`src/rtl/core/rarm_pkg.sv`:
```
package rarm_pkg;

   // Operation carried in the kind field of a request beat
   localparam logic KIND_ADD = 1'b0;
   localparam logic KIND_MUL = 1'b1;

   // Class given to a job by the front end
   typedef logic [1:0] cls_type;

   localparam cls_type CLS_ADD  = 2'd0;  // full add path
   localparam cls_type CLS_MUL  = 2'd1;  // full multiply path
   localparam cls_type CLS_ZDEN = 2'd2;  // a denominator is zero: result 0/0
   localparam cls_type CLS_ZNUM = 2'd3;  // multiply by zero numerator: result 0/1

   localparam int unsigned RES_NUM_W = 32;
   localparam int unsigned RES_DEN_W = 31;

endpackage

```
`src/rtl/core/rarm_req_if.sv`:
```
interface rarm_req_if #(
   parameter int WIDTH = 16
);
   logic                    valid;
   logic                    ready;
   logic                    kind;
   logic signed [WIDTH-1:0] a_num;
   logic [WIDTH-2:0]        a_den;
   logic signed [WIDTH-1:0] b_num;
   logic [WIDTH-2:0]        b_den;

   modport source (output valid, kind, a_num, a_den, b_num, b_den, input ready);
   modport sink   (input valid, kind, a_num, a_den, b_num, b_den, output ready);
endinterface

```
`src/rtl/core/rarm_rsp_if.sv`:
```
interface rarm_rsp_if;
   logic                                   valid;
   logic                                   ready;
   logic signed [rarm_pkg::RES_NUM_W-1:0]  res_num;
   logic [rarm_pkg::RES_DEN_W-1:0]         res_den;

   modport source (output valid, res_num, res_den, input ready);
   modport sink   (input valid, res_num, res_den, output ready);
endinterface

```
`src/rtl/core/rarm_fifo.sv`:
```
module rarm_fifo #(
   parameter int DW    = 64,
   parameter int DEPTH = 2
) (
   input  logic          clock,
   input  logic          reset,
   input  logic          push_valid,
   output logic          push_ready,
   input  logic [DW-1:0] push_data,
   output logic          pop_valid,
   input  logic          pop_ready,
   output logic [DW-1:0] pop_data
);

   localparam int PW = (DEPTH > 1) ? $clog2(DEPTH) : 1;
   localparam int CW = $clog2(DEPTH + 1);

   logic [DW-1:0] mem_ff [DEPTH];
   logic [PW-1:0] wr_ff, wr_in;
   logic [PW-1:0] rd_ff, rd_in;
   logic [CW-1:0] cnt_ff, cnt_in;
   logic          push, pop;

   assign push_ready = (cnt_ff != CW'(DEPTH));
   assign pop_valid  = (cnt_ff != '0);
   assign pop_data   = mem_ff[rd_ff];
   assign push       = push_valid && push_ready;
   assign pop        = pop_valid && pop_ready;

   // pointer and fill count update
   always_comb begin
      wr_in  = wr_ff;
      rd_in  = rd_ff;
      cnt_in = cnt_ff;
      if (push) begin
         wr_in = (wr_ff == PW'(DEPTH - 1)) ? '0 : wr_ff + 1'b1;
      end
      if (pop) begin
         rd_in = (rd_ff == PW'(DEPTH - 1)) ? '0 : rd_ff + 1'b1;
      end
      if (push && !pop) begin
         cnt_in = cnt_ff + 1'b1;
      end else if (pop && !push) begin
         cnt_in = cnt_ff - 1'b1;
      end
   end

   always_ff @(posedge clock) begin
      if (reset) begin
         wr_ff  <= '0;
         rd_ff  <= '0;
         cnt_ff <= '0;
      end else begin
         wr_ff  <= wr_in;
         rd_ff  <= rd_in;
         cnt_ff <= cnt_in;
      end
   end

   // storage, no reset needed
   always_ff @(posedge clock) begin
      if (push) begin
         mem_ff[wr_ff] <= push_data;
      end
   end

endmodule

```
`src/rtl/core/rarm_front.sv`:
```
module rarm_front #(
   parameter int WIDTH = 16,
   parameter int JW    = 4 * 16
) (
   rarm_req_if.sink        req_ch,
   output logic            push_valid,
   input  logic            push_ready,
   output logic [JW-1:0]   push_data
);

   typedef struct packed {
      rarm_pkg::cls_type       cls;
      logic signed [WIDTH-1:0] a_num;
      logic [WIDTH-2:0]        a_den;
      logic signed [WIDTH-1:0] b_num;
      logic [WIDTH-2:0]        b_den;
   } job_type;

   job_type job;

   // sort the beat into a class so trivial cases skip the arithmetic
   always_comb begin
      job.a_num = req_ch.a_num;
      job.a_den = req_ch.a_den;
      job.b_num = req_ch.b_num;
      job.b_den = req_ch.b_den;
      priority if (req_ch.a_den == '0 || req_ch.b_den == '0) begin
         job.cls = rarm_pkg::CLS_ZDEN;
      end else if (req_ch.kind && (req_ch.a_num == '0 || req_ch.b_num == '0)) begin
         job.cls = rarm_pkg::CLS_ZNUM;
      end else if (req_ch.kind) begin
         job.cls = rarm_pkg::CLS_MUL;
      end else begin
         job.cls = rarm_pkg::CLS_ADD;
      end
   end

   assign push_valid   = req_ch.valid;
   assign req_ch.ready = push_ready;
   assign push_data    = JW'(job);

endmodule

```
`src/rtl/core/rarm_back.sv`:
```
module rarm_back #(
   parameter int WIDTH = 16,
   parameter int JW    = 4 * 16
) (
   input  logic          clock,
   input  logic          reset,
   input  logic          pop_valid,
   output logic          pop_ready,
   input  logic [JW-1:0] pop_data,
   rarm_rsp_if.source    rsp_ch
);

   localparam int MW = 2 * WIDTH;           // magnitude width
   localparam int NW = 2 * WIDTH + 1;       // signed raw numerator width
   localparam int RW = (MW > 32) ? MW : 32; // width for output truncation
   localparam int SW = $clog2(MW + 1);
   localparam int CW = $clog2(MW);

   localparam logic [3:0] ST_IDLE  = 4'd0;
   localparam logic [3:0] ST_MUL1  = 4'd1;
   localparam logic [3:0] ST_MUL2  = 4'd2;
   localparam logic [3:0] ST_MUL3  = 4'd3;
   localparam logic [3:0] ST_CHECK = 4'd4;
   localparam logic [3:0] ST_ABS   = 4'd5;
   localparam logic [3:0] ST_TWOS  = 4'd6;
   localparam logic [3:0] ST_XODD  = 4'd7;
   localparam logic [3:0] ST_LOOP  = 4'd8;
   localparam logic [3:0] ST_DIV   = 4'd9;
   localparam logic [3:0] ST_SIGN  = 4'd10;
   localparam logic [3:0] ST_DONE  = 4'd11;

   typedef struct packed {
      rarm_pkg::cls_type       cls;
      logic signed [WIDTH-1:0] a_num;
      logic [WIDTH-2:0]        a_den;
      logic signed [WIDTH-1:0] b_num;
      logic [WIDTH-2:0]        b_den;
   } job_type;

   logic [3:0]                            state_ff, state_in;
   job_type                               job_ff, job_in;
   logic signed [MW-1:0]                  p1_ff, p1_in;
   logic signed [MW-1:0]                  p2_ff, p2_in;
   logic [MW-1:0]                         den_ff, den_in;
   logic signed [NW-1:0]                  num_ff, num_in;
   logic                                  neg_ff, neg_in;
   logic [MW-1:0]                         x_ff, x_in;
   logic [MW-1:0]                         y_ff, y_in;
   logic [SW-1:0]                         sh_ff, sh_in;
   logic [MW-1:0]                         div_ff, div_in;
   logic [MW-1:0]                         qn_ff, qn_in;
   logic [MW-1:0]                         qd_ff, qd_in;
   logic [MW-1:0]                         rn_ff, rn_in;
   logic [MW-1:0]                         rd_ff, rd_in;
   logic [CW-1:0]                         cnt_ff, cnt_in;
   logic signed [rarm_pkg::RES_NUM_W-1:0] res_num_ff, res_num_in;
   logic [rarm_pkg::RES_DEN_W-1:0]        res_den_ff, res_den_in;
   logic                                  out_valid_ff, out_valid_in;
   logic signed [rarm_pkg::RES_NUM_W-1:0] out_num_ff, out_num_in;
   logic [rarm_pkg::RES_DEN_W-1:0]        out_den_ff, out_den_in;

   job_type              job_pop;
   logic signed [WIDTH-1:0] mul_a, mul_b;
   logic signed [MW-1:0] prod;
   logic signed [NW-1:0] num_neg;
   logic [MW:0]          dxy, dyx;
   logic [MW:0]          trn, trd;
   logic [RW-1:0]        q_ext, q_sgn, d_ext;
   logic                 out_free;

   assign job_pop   = job_type'(pop_data);
   assign pop_ready = (state_ff == ST_IDLE);
   assign out_free  = !out_valid_ff || rsp_ch.ready;

   // shared multiplier, one product per cycle
   always_comb begin
      unique case (state_ff)
         ST_MUL1: begin
            mul_a = job_ff.a_num;
            mul_b = (job_ff.cls == rarm_pkg::CLS_MUL) ? job_ff.b_num
                                                      : $signed({1'b0, job_ff.b_den});
         end
         ST_MUL2: begin
            mul_a = job_ff.b_num;
            mul_b = $signed({1'b0, job_ff.a_den});
         end
         default: begin
            mul_a = $signed({1'b0, job_ff.a_den});
            mul_b = $signed({1'b0, job_ff.b_den});
         end
      endcase
   end

   assign prod    = mul_a * mul_b;
   assign num_neg = -num_ff;
   assign dxy     = {1'b0, x_ff} - {1'b0, y_ff};
   assign dyx     = {1'b0, y_ff} - {1'b0, x_ff};
   assign trn     = {rn_ff, qn_ff[MW-1]};
   assign trd     = {rd_ff, qd_ff[MW-1]};
   assign q_ext   = RW'(qn_ff);
   assign q_sgn   = neg_ff ? (~q_ext + 1'b1) : q_ext;
   assign d_ext   = RW'(qd_ff);

   // sequencer: multiply, sum, binary gcd, restoring divide, sign
   always_comb begin
      state_in   = state_ff;
      job_in     = job_ff;
      p1_in      = p1_ff;
      p2_in      = p2_ff;
      den_in     = den_ff;
      num_in     = num_ff;
      neg_in     = neg_ff;
      x_in       = x_ff;
      y_in       = y_ff;
      sh_in      = sh_ff;
      div_in     = div_ff;
      qn_in      = qn_ff;
      qd_in      = qd_ff;
      rn_in      = rn_ff;
      rd_in      = rd_ff;
      cnt_in     = cnt_ff;
      res_num_in = res_num_ff;
      res_den_in = res_den_ff;
      unique case (state_ff)
         ST_IDLE: begin
            if (pop_valid) begin
               job_in = job_pop;
               unique case (job_pop.cls)
                  rarm_pkg::CLS_ZDEN: begin
                     res_num_in = '0;
                     res_den_in = '0;
                     state_in   = ST_DONE;
                  end
                  rarm_pkg::CLS_ZNUM: begin
                     res_num_in = '0;
                     res_den_in = rarm_pkg::RES_DEN_W'(1);
                     state_in   = ST_DONE;
                  end
                  default: state_in = ST_MUL1;
               endcase
            end
         end
         ST_MUL1: begin
            p1_in    = prod;
            state_in = (job_ff.cls == rarm_pkg::CLS_MUL) ? ST_MUL3 : ST_MUL2;
         end
         ST_MUL2: begin
            p2_in    = prod;
            state_in = ST_MUL3;
         end
         ST_MUL3: begin
            den_in   = $unsigned(prod);
            state_in = ST_CHECK;
         end
         ST_CHECK: begin
            num_in   = (job_ff.cls == rarm_pkg::CLS_MUL) ? NW'(p1_ff)
                                                         : NW'(p1_ff) + NW'(p2_ff);
            state_in = ST_ABS;
         end
         ST_ABS: begin
            if (num_ff == '0) begin
               res_num_in = '0;
               res_den_in = rarm_pkg::RES_DEN_W'(1);
               state_in   = ST_DONE;
            end else begin
               neg_in   = num_ff[NW-1];
               x_in     = num_ff[NW-1] ? num_neg[MW-1:0] : num_ff[MW-1:0];
               qn_in    = num_ff[NW-1] ? num_neg[MW-1:0] : num_ff[MW-1:0];
               y_in     = den_ff;
               qd_in    = den_ff;
               sh_in    = '0;
               state_in = ST_TWOS;
            end
         end
         ST_TWOS: begin
            // strip common factors of two
            if (x_ff[0] || y_ff[0]) begin
               state_in = ST_XODD;
            end else begin
               x_in  = x_ff >> 1;
               y_in  = y_ff >> 1;
               sh_in = sh_ff + 1'b1;
            end
         end
         ST_XODD: begin
            if (x_ff[0]) begin
               state_in = ST_LOOP;
            end else begin
               x_in = x_ff >> 1;
            end
         end
         ST_LOOP: begin
            priority if (y_ff == '0) begin
               div_in   = x_ff << sh_ff;
               rn_in    = '0;
               rd_in    = '0;
               cnt_in   = '0;
               state_in = ST_DIV;
            end else if (!y_ff[0]) begin
               y_in = y_ff >> 1;
            end else if (!dxy[MW] && dxy != '0) begin
               // x > y: swap and subtract
               x_in = y_ff;
               y_in = dxy[MW-1:0];
            end else begin
               y_in = dyx[MW-1:0];
            end
         end
         ST_DIV: begin
            // one quotient bit per cycle for both numerator and denominator
            if (trn >= {1'b0, div_ff}) begin
               rn_in = MW'(trn - {1'b0, div_ff});
               qn_in = {qn_ff[MW-2:0], 1'b1};
            end else begin
               rn_in = trn[MW-1:0];
               qn_in = {qn_ff[MW-2:0], 1'b0};
            end
            if (trd >= {1'b0, div_ff}) begin
               rd_in = MW'(trd - {1'b0, div_ff});
               qd_in = {qd_ff[MW-2:0], 1'b1};
            end else begin
               rd_in = trd[MW-1:0];
               qd_in = {qd_ff[MW-2:0], 1'b0};
            end
            cnt_in = cnt_ff + 1'b1;
            if (cnt_ff == CW'(MW - 1)) begin
               state_in = ST_SIGN;
            end
         end
         ST_SIGN: begin
            res_num_in = q_sgn[rarm_pkg::RES_NUM_W-1:0];
            res_den_in = d_ext[rarm_pkg::RES_DEN_W-1:0];
            state_in   = ST_DONE;
         end
         ST_DONE: begin
            if (out_free) begin
               state_in = ST_IDLE;
            end
         end
         default: state_in = ST_IDLE;
      endcase
   end

   // output register
   always_comb begin
      out_valid_in = out_valid_ff;
      out_num_in   = out_num_ff;
      out_den_in   = out_den_ff;
      if (state_ff == ST_DONE && out_free) begin
         out_valid_in = 1'b1;
         out_num_in   = res_num_ff;
         out_den_in   = res_den_ff;
      end else if (rsp_ch.ready) begin
         out_valid_in = 1'b0;
      end
   end

   always_ff @(posedge clock) begin
      if (reset) begin
         state_ff     <= ST_IDLE;
         out_valid_ff <= 1'b0;
      end else begin
         state_ff     <= state_in;
         out_valid_ff <= out_valid_in;
      end
   end

   always_ff @(posedge clock) begin
      job_ff     <= job_in;
      p1_ff      <= p1_in;
      p2_ff      <= p2_in;
      den_ff     <= den_in;
      num_ff     <= num_in;
      neg_ff     <= neg_in;
      x_ff       <= x_in;
      y_ff       <= y_in;
      sh_ff      <= sh_in;
      div_ff     <= div_in;
      qn_ff      <= qn_in;
      qd_ff      <= qd_in;
      rn_ff      <= rn_in;
      rd_ff      <= rd_in;
      cnt_ff     <= cnt_in;
      res_num_ff <= res_num_in;
      res_den_ff <= res_den_in;
      out_num_ff <= out_num_in;
      out_den_ff <= out_den_in;
   end

   assign rsp_ch.valid   = out_valid_ff;
   assign rsp_ch.res_num = out_num_ff;
   assign rsp_ch.res_den = out_den_ff;

   // gcd loop keeps x odd
   a_x_odd: assert property (@(posedge clock) disable iff (reset)
      state_ff == ST_LOOP |-> x_ff[0])
      else $error("gcd loop entered with even x");

   // divisor is never zero
   a_div_nz: assert property (@(posedge clock) disable iff (reset)
      state_ff == ST_DIV |-> div_ff != '0)
      else $error("division by zero gcd");

   // gcd divides both terms exactly
   a_exact: assert property (@(posedge clock) disable iff (reset)
      state_ff == ST_SIGN |-> (rn_ff == '0 && rd_ff == '0))
      else $error("nonzero remainder after reduction");

   // output beat is only replaced once taken
   a_no_overwrite: assert property (@(posedge clock) disable iff (reset)
      out_valid_ff && !rsp_ch.ready |=> out_valid_ff && $stable(out_num_ff))
      else $error("pending result overwritten");

endmodule

```
`src/rtl/core/rational_add_multiply_reduce_top.sv`:
```
// Rational add/multiply with reduction to lowest terms. Each request beat carries two
// fractions (signed numerator, positive denominator) and an operation bit (0 add,
// 1 multiply); each produces one response beat with the fraction divided by the gcd of
// the magnitudes, the sign on the numerator, 0/1 for a zero numerator and 0/0 when a
// denominator is zero. A two-entry queue sits between the request side and the
// arithmetic engine, and the response has its own output register. The engine handles
// one beat at a time: the idle state takes it from the queue, the shared multiplier
// forms two products for a multiply or three for an add, the check and abs states sum and
// take the magnitude, a binary gcd does one shift or subtract per cycle (every subtract is
// followed by a shift and every shift drops a bit), then a bit-serial restoring divide
// runs for numerator and denominator together, and a sign step and a done state finish.
// A zero denominator or a multiply by zero goes straight from the queue to the done
// state, and a zero sum goes there from the magnitude step. No clearing pass.
module rational_add_multiply_reduce_top #(
   parameter int WIDTH = 16
) (
   input  logic        clock,
   input  logic        reset,
   rarm_req_if.sink    req_ch,
   rarm_rsp_if.source  rsp_ch
);

   localparam int JW = $bits(rarm_pkg::cls_type) + 4 * WIDTH - 2;

   logic          push_valid, push_ready;
   logic [JW-1:0] push_data;
   logic          pop_valid, pop_ready;
   logic [JW-1:0] pop_data;

   rarm_front #(.WIDTH(WIDTH), .JW(JW)) u_front (
      .req_ch     (req_ch),
      .push_valid (push_valid),
      .push_ready (push_ready),
      .push_data  (push_data)
   );

   rarm_fifo #(.DW(JW), .DEPTH(2)) u_fifo (
      .clock      (clock),
      .reset      (reset),
      .push_valid (push_valid),
      .push_ready (push_ready),
      .push_data  (push_data),
      .pop_valid  (pop_valid),
      .pop_ready  (pop_ready),
      .pop_data   (pop_data)
   );

   rarm_back #(.WIDTH(WIDTH), .JW(JW)) u_back (
      .clock     (clock),
      .reset     (reset),
      .pop_valid (pop_valid),
      .pop_ready (pop_ready),
      .pop_data  (pop_data),
      .rsp_ch    (rsp_ch)
   );

endmodule

```
`src/flat_wrapper.sv`:
```
// flat-port wrapper written by rule: the top's interface ports become plain ports
module rational_add_multiply_reduce_top_flat 
#(
   parameter int WIDTH = 16
)
  (clock, reset, req_ch_valid, req_ch_kind, req_ch_a_num, req_ch_a_den, req_ch_b_num, req_ch_b_den, req_ch_ready, rsp_ch_valid, rsp_ch_res_num, rsp_ch_res_den, rsp_ch_ready);
  rarm_req_if #(.WIDTH(WIDTH)) req_ch_i ();
  rarm_rsp_if rsp_ch_i ();
  input  logic clock;
  input  logic reset;
  input wire logic [$bits(req_ch_i.valid)-1:0] req_ch_valid;
  input wire logic [$bits(req_ch_i.kind)-1:0] req_ch_kind;
  input wire logic [$bits(req_ch_i.a_num)-1:0] req_ch_a_num;
  input wire logic [$bits(req_ch_i.a_den)-1:0] req_ch_a_den;
  input wire logic [$bits(req_ch_i.b_num)-1:0] req_ch_b_num;
  input wire logic [$bits(req_ch_i.b_den)-1:0] req_ch_b_den;
  output wire logic [$bits(req_ch_i.ready)-1:0] req_ch_ready;
  output wire logic [$bits(rsp_ch_i.valid)-1:0] rsp_ch_valid;
  output wire logic [$bits(rsp_ch_i.res_num)-1:0] rsp_ch_res_num;
  output wire logic [$bits(rsp_ch_i.res_den)-1:0] rsp_ch_res_den;
  input wire logic [$bits(rsp_ch_i.ready)-1:0] rsp_ch_ready;
  assign req_ch_i.valid = req_ch_valid;
  assign req_ch_i.kind = req_ch_kind;
  assign req_ch_i.a_num = req_ch_a_num;
  assign req_ch_i.a_den = req_ch_a_den;
  assign req_ch_i.b_num = req_ch_b_num;
  assign req_ch_i.b_den = req_ch_b_den;
  assign req_ch_ready = req_ch_i.ready;
  assign rsp_ch_valid = rsp_ch_i.valid;
  assign rsp_ch_res_num = rsp_ch_i.res_num;
  assign rsp_ch_res_den = rsp_ch_i.res_den;
  assign rsp_ch_i.ready = rsp_ch_ready;
  rational_add_multiply_reduce_top #(.WIDTH(WIDTH)) u_core (.clock(clock), .reset(reset), .req_ch(req_ch_i), .rsp_ch(rsp_ch_i));
endmodule
```
`config.mk`:
```
export PLATFORM = sky130hd
export DESIGN_NAME = rational_add_multiply_reduce_top_flat
export DESIGN_NICKNAME = d
export VERILOG_FILES = /design/src/rtl/core/rarm_pkg.sv /design/src/rtl/core/rarm_req_if.sv /design/src/rtl/core/rarm_rsp_if.sv /design/src/rtl/core/rarm_fifo.sv /design/src/rtl/core/rarm_front.sv /design/src/rtl/core/rarm_back.sv /design/src/rtl/core/rational_add_multiply_reduce_top.sv /design/src/flat_wrapper.sv
export SDC_FILE = /design/constraint.sdc
export NUM_CORES = 2
export LEC_CHECK = 0
export BUFFER_PORTS_ARGS = -buffer_cell sky130_fd_sc_hd__buf_2
export CAP_MARGIN = 10
export CORE_MARGIN = 4
export CORE_UTILIZATION = 50
export DETAILED_ROUTE_END_ITERATION = 8
export GPL_TIMING_DRIVEN = 0
export PLACE_DENSITY_LB_ADDON = 0.2
export SKIP_CTS_REPAIR_TIMING = 1
export SYNTH_ARGS = -nofsm -noshare
export SYNTH_HDL_FRONTEND = slang
export SYNTH_SLANG_ARGS = --single-unit
```
`constraint.sdc`:
```
create_clock -name clock -period 8.6 [get_ports clock]
set_clock_uncertainty 0.05 [all_clocks]
set_input_delay 2.15 -clock clock [delete_from_list [all_inputs] [get_ports clock]]
set_output_delay 2.15 -clock clock [all_outputs]
set_load 0.01 [all_outputs]
```
==> flow_summary.ini <==
[critical_path]
worst-path-buf-inv = 8
crit_top_cell = fa_1
worstSetupStartpointType = register
crit_type = reg -> reg
slowest_delay_ns = 0.53
critical_path.top_delay_family = adder cells
crit_path_max_fanout = 10
worstPathRequired_ns = 8.96
endpoint_kind = register
cp_slowest_cell = fa_1
cp.arrival_ns = 8.64

[synth]
synth_seq_cells = 693
ys_warn_count = 0
yosysMostFrequentCell = edfxtp_1
syn-instance-count = 4394
syn_area_um2 = 47100
syn_nets = 4976
synth_area_leaders = edfxtp_1 (44%), fa_1 (11%), ha_1 (6.6%)
synth_common_cells = edfxtp_1 (683), nor2_1 (461), inv_1 (445)
synth.avg_cell_area_um2 = 10.7
yosysTopAreaCellShare_pct = 43.5
yosys.area.top_type = edfxtp_1
synth_edf_count = 683
synth_async_sr_flop_share_pct = 0
synth_ff_type = edfxtp_1
synth-seq-area-share_pct = 43.9
synth_cell_type_count = 76

[timing]
setup_violations = 0
max_freq_mhz = 121
hold_viol = 0
fin_ws_ns = 0.321
rsz0062_at_grt = yes
fin_crit_sh_pct = 96.3
fin_crit_ns = 8.28
worstMarginPinSlew_ns = 1.32
final_max_slew_viol_count = 0
slew_headroom_pct = 11.7

[placed_design]
dp_hpwl_mm = 106
gp_congestion = 0.993
io_buffer_count = 130
place_inst = 5806
placement.cell_area_um2 = 49900
post-place-ws_ns = -1.29

[floorplan]
row_count = 112
chipWidth_um = 315
fp.dieH_um = 315
start_util_pct = 50.4
floorplan.die_area_um2 = 99300
core_area_um2 = 93500
ios = 132

[routing]
first_pass_iters = 6
post_drt_via_cell_ratio = 5.83
drt_iter0_markers = 3161
wirelength_mm = 133
ant_nets = 0
drc = 0
wl_per_cell_um = 22.4
vias = 34600

[grt]
grt_util_all_layers_pct = 26.7
grt_max_degree = 65
grt_pass1_wl_mm = 202
grt_pass1_vias = 34400
antenna_found_initial = 4
grt_overflow_total = 0

[clocking]
clkLatencyLatePin_ns = 0.67
cts_buffers = 77
clk_path_buf_depth = 3
cts-htree-levels = 3
root_buffer = clkbuf_16
cts.clk_slew.worst_paths_ns = 0.06
cts_sinks = 693
cts_tree = yes

[final_layout]
fillers = 8097
design_area_um2 = 52600
drive_gt1_share_pct = 10.2
seq_area_um2 = 20700
area_delta_synth_final_pct = 11.6
final_nets = 5205
multi_input_area_um2 = 24300
instances_no_fill = 5938

[worst_hold_path]
hold_path_class = reg -> reg

[run]
maxCapViolations = 0

[run_status]
outcome = complete, no violations
-- layer usage --
metal  vias to the layer above  wire length, µm  GRT usage, %
li1                      16000                -             -
met1                     16900            52900          34.1
met2                      1390            63800          44.9
met3                       374             9250          4.17
met4                         2             6910          11.7
met5                         -               25             0
-- cells by family (layout without fill, tap and decap cells) --
logic type,after synthesis,in the layout,share of synthesized area (%)
other,0,1,0
AND/OR/NAND/NOR,1240,1240,11.8
XOR/XNOR,219,219,4.07
buffers and inverters,631,919,5.11
flip-flops,693,693,43.9
adder cells (fa/ha/maj),515,515,17.9
AO/OA/AOI/OAI,883,884,11.9
multiplexers,213,213,5.33
-- stage by stage --
step                      util (%)  hold slack (ns)  setup TNS, ns
after floorplan                  -            0.350              0
after global placement        52.8            0.353        -311.33
after detailed placement      53.4            0.355         -28.15
after CTS                     56.1            0.366         -30.82
after global routing          56.3            0.372         -0.126
final                         56.3            0.365              0
-- placed cells by master (no fill, tap or decap), drive strengths merged, types with 31 or more instances in the layout --
| cell type | netlist | final |
|---|---|---|
| inv | 445 | 448 |
| and3 | 66 | 66 |
| nor4 | 33 | 33 |
| a211oi | 31 | 31 |
| nand3 | 38 | 38 |
| clkbuf | 156 | 240 |
| a21oi | 300 | 300 |
| a22oi | 57 | 57 |
| fa | 267 | 267 |
| xor2 | 116 | 116 |
| nand2 | 385 | 385 |
| mux2 | 74 | 74 |
| nand2b | 39 | 39 |
| nor3 | 53 | 53 |
| o21ai | 181 | 181 |
| and2 | 32 | 32 |
| xnor2 | 103 | 103 |
| mux2i | 116 | 116 |
| ha | 248 | 248 |
| nor2 | 461 | 461 |
| or3 | 31 | 31 |
| buf | 29 | 189 |
| a21o | 86 | 86 |
| nor2b | 35 | 35 |
| o31ai | 32 | 32 |
| edfxtp | 683 | 683 |
-- layout make-up --
type / instances / area share (%)
flip-flops and latches: 693 / 39.4
inverters: 446 / 3.18
multi-input cells: 3071 / 46.2
well taps: 1254 / 2.98
repair buffers: 159 / 2.07
clock inverters: 44 / 0.958
diodes: 1 / 0.00476
plain buffers: 175 / 1.38
clock buffers: 95 / 3.89
-- final timing paths --
path / from / end / slack, ns / cells after the start
max: u_core.u_back.state_ff[2] / u_core.u_back.p2_ff[31] / 0.32 / 30
max reg2reg: u_core.u_back.state_ff[2] / u_core.u_back.p2_ff[31] / 0.32 / 30
min reg2reg: u_core.u_back.res_den_ff[26] / u_core.u_back.rsp_ch.res_den[26] / 0.36 / 0
min: u_core.u_back.res_den_ff[26] / u_core.u_back.rsp_ch.res_den[26] / 0.36 / 0
-- flip-flops by register name, indices dropped and copies added (netlist names), 2 cells and up, named ones only --
register and count:
u_core.u_fifo.mem_ff 128, u_core.u_back.job_ff 64, u_core.u_back.num_ff 33, u_core.u_back.d_ext 32
u_core.u_back.den_ff 32, u_core.u_back.div_ff 32, u_core.u_back.p1_ff 32, u_core.u_back.p2_ff 32
u_core.u_back.q_ext 32, u_core.u_back.rd_ff 32, u_core.u_back.res_num_ff 32, u_core.u_back.rn_ff 32
u_core.u_back.rsp_ch.res_num 32, u_core.u_back.x_ff 32, u_core.u_back.y_ff 32, u_core.u_back.res_den_ff 31
u_core.u_back.rsp_ch.res_den 31, u_core.u_back.sh_ff 6, u_core.u_back.cnt_ff 5, u_core.u_back.state_ff 4
u_core.u_fifo.cnt_ff 2
Power is left out: the tool's default activity adds up to more than one toggle a clock period on the data nets, which glitch-free logic cannot reach.
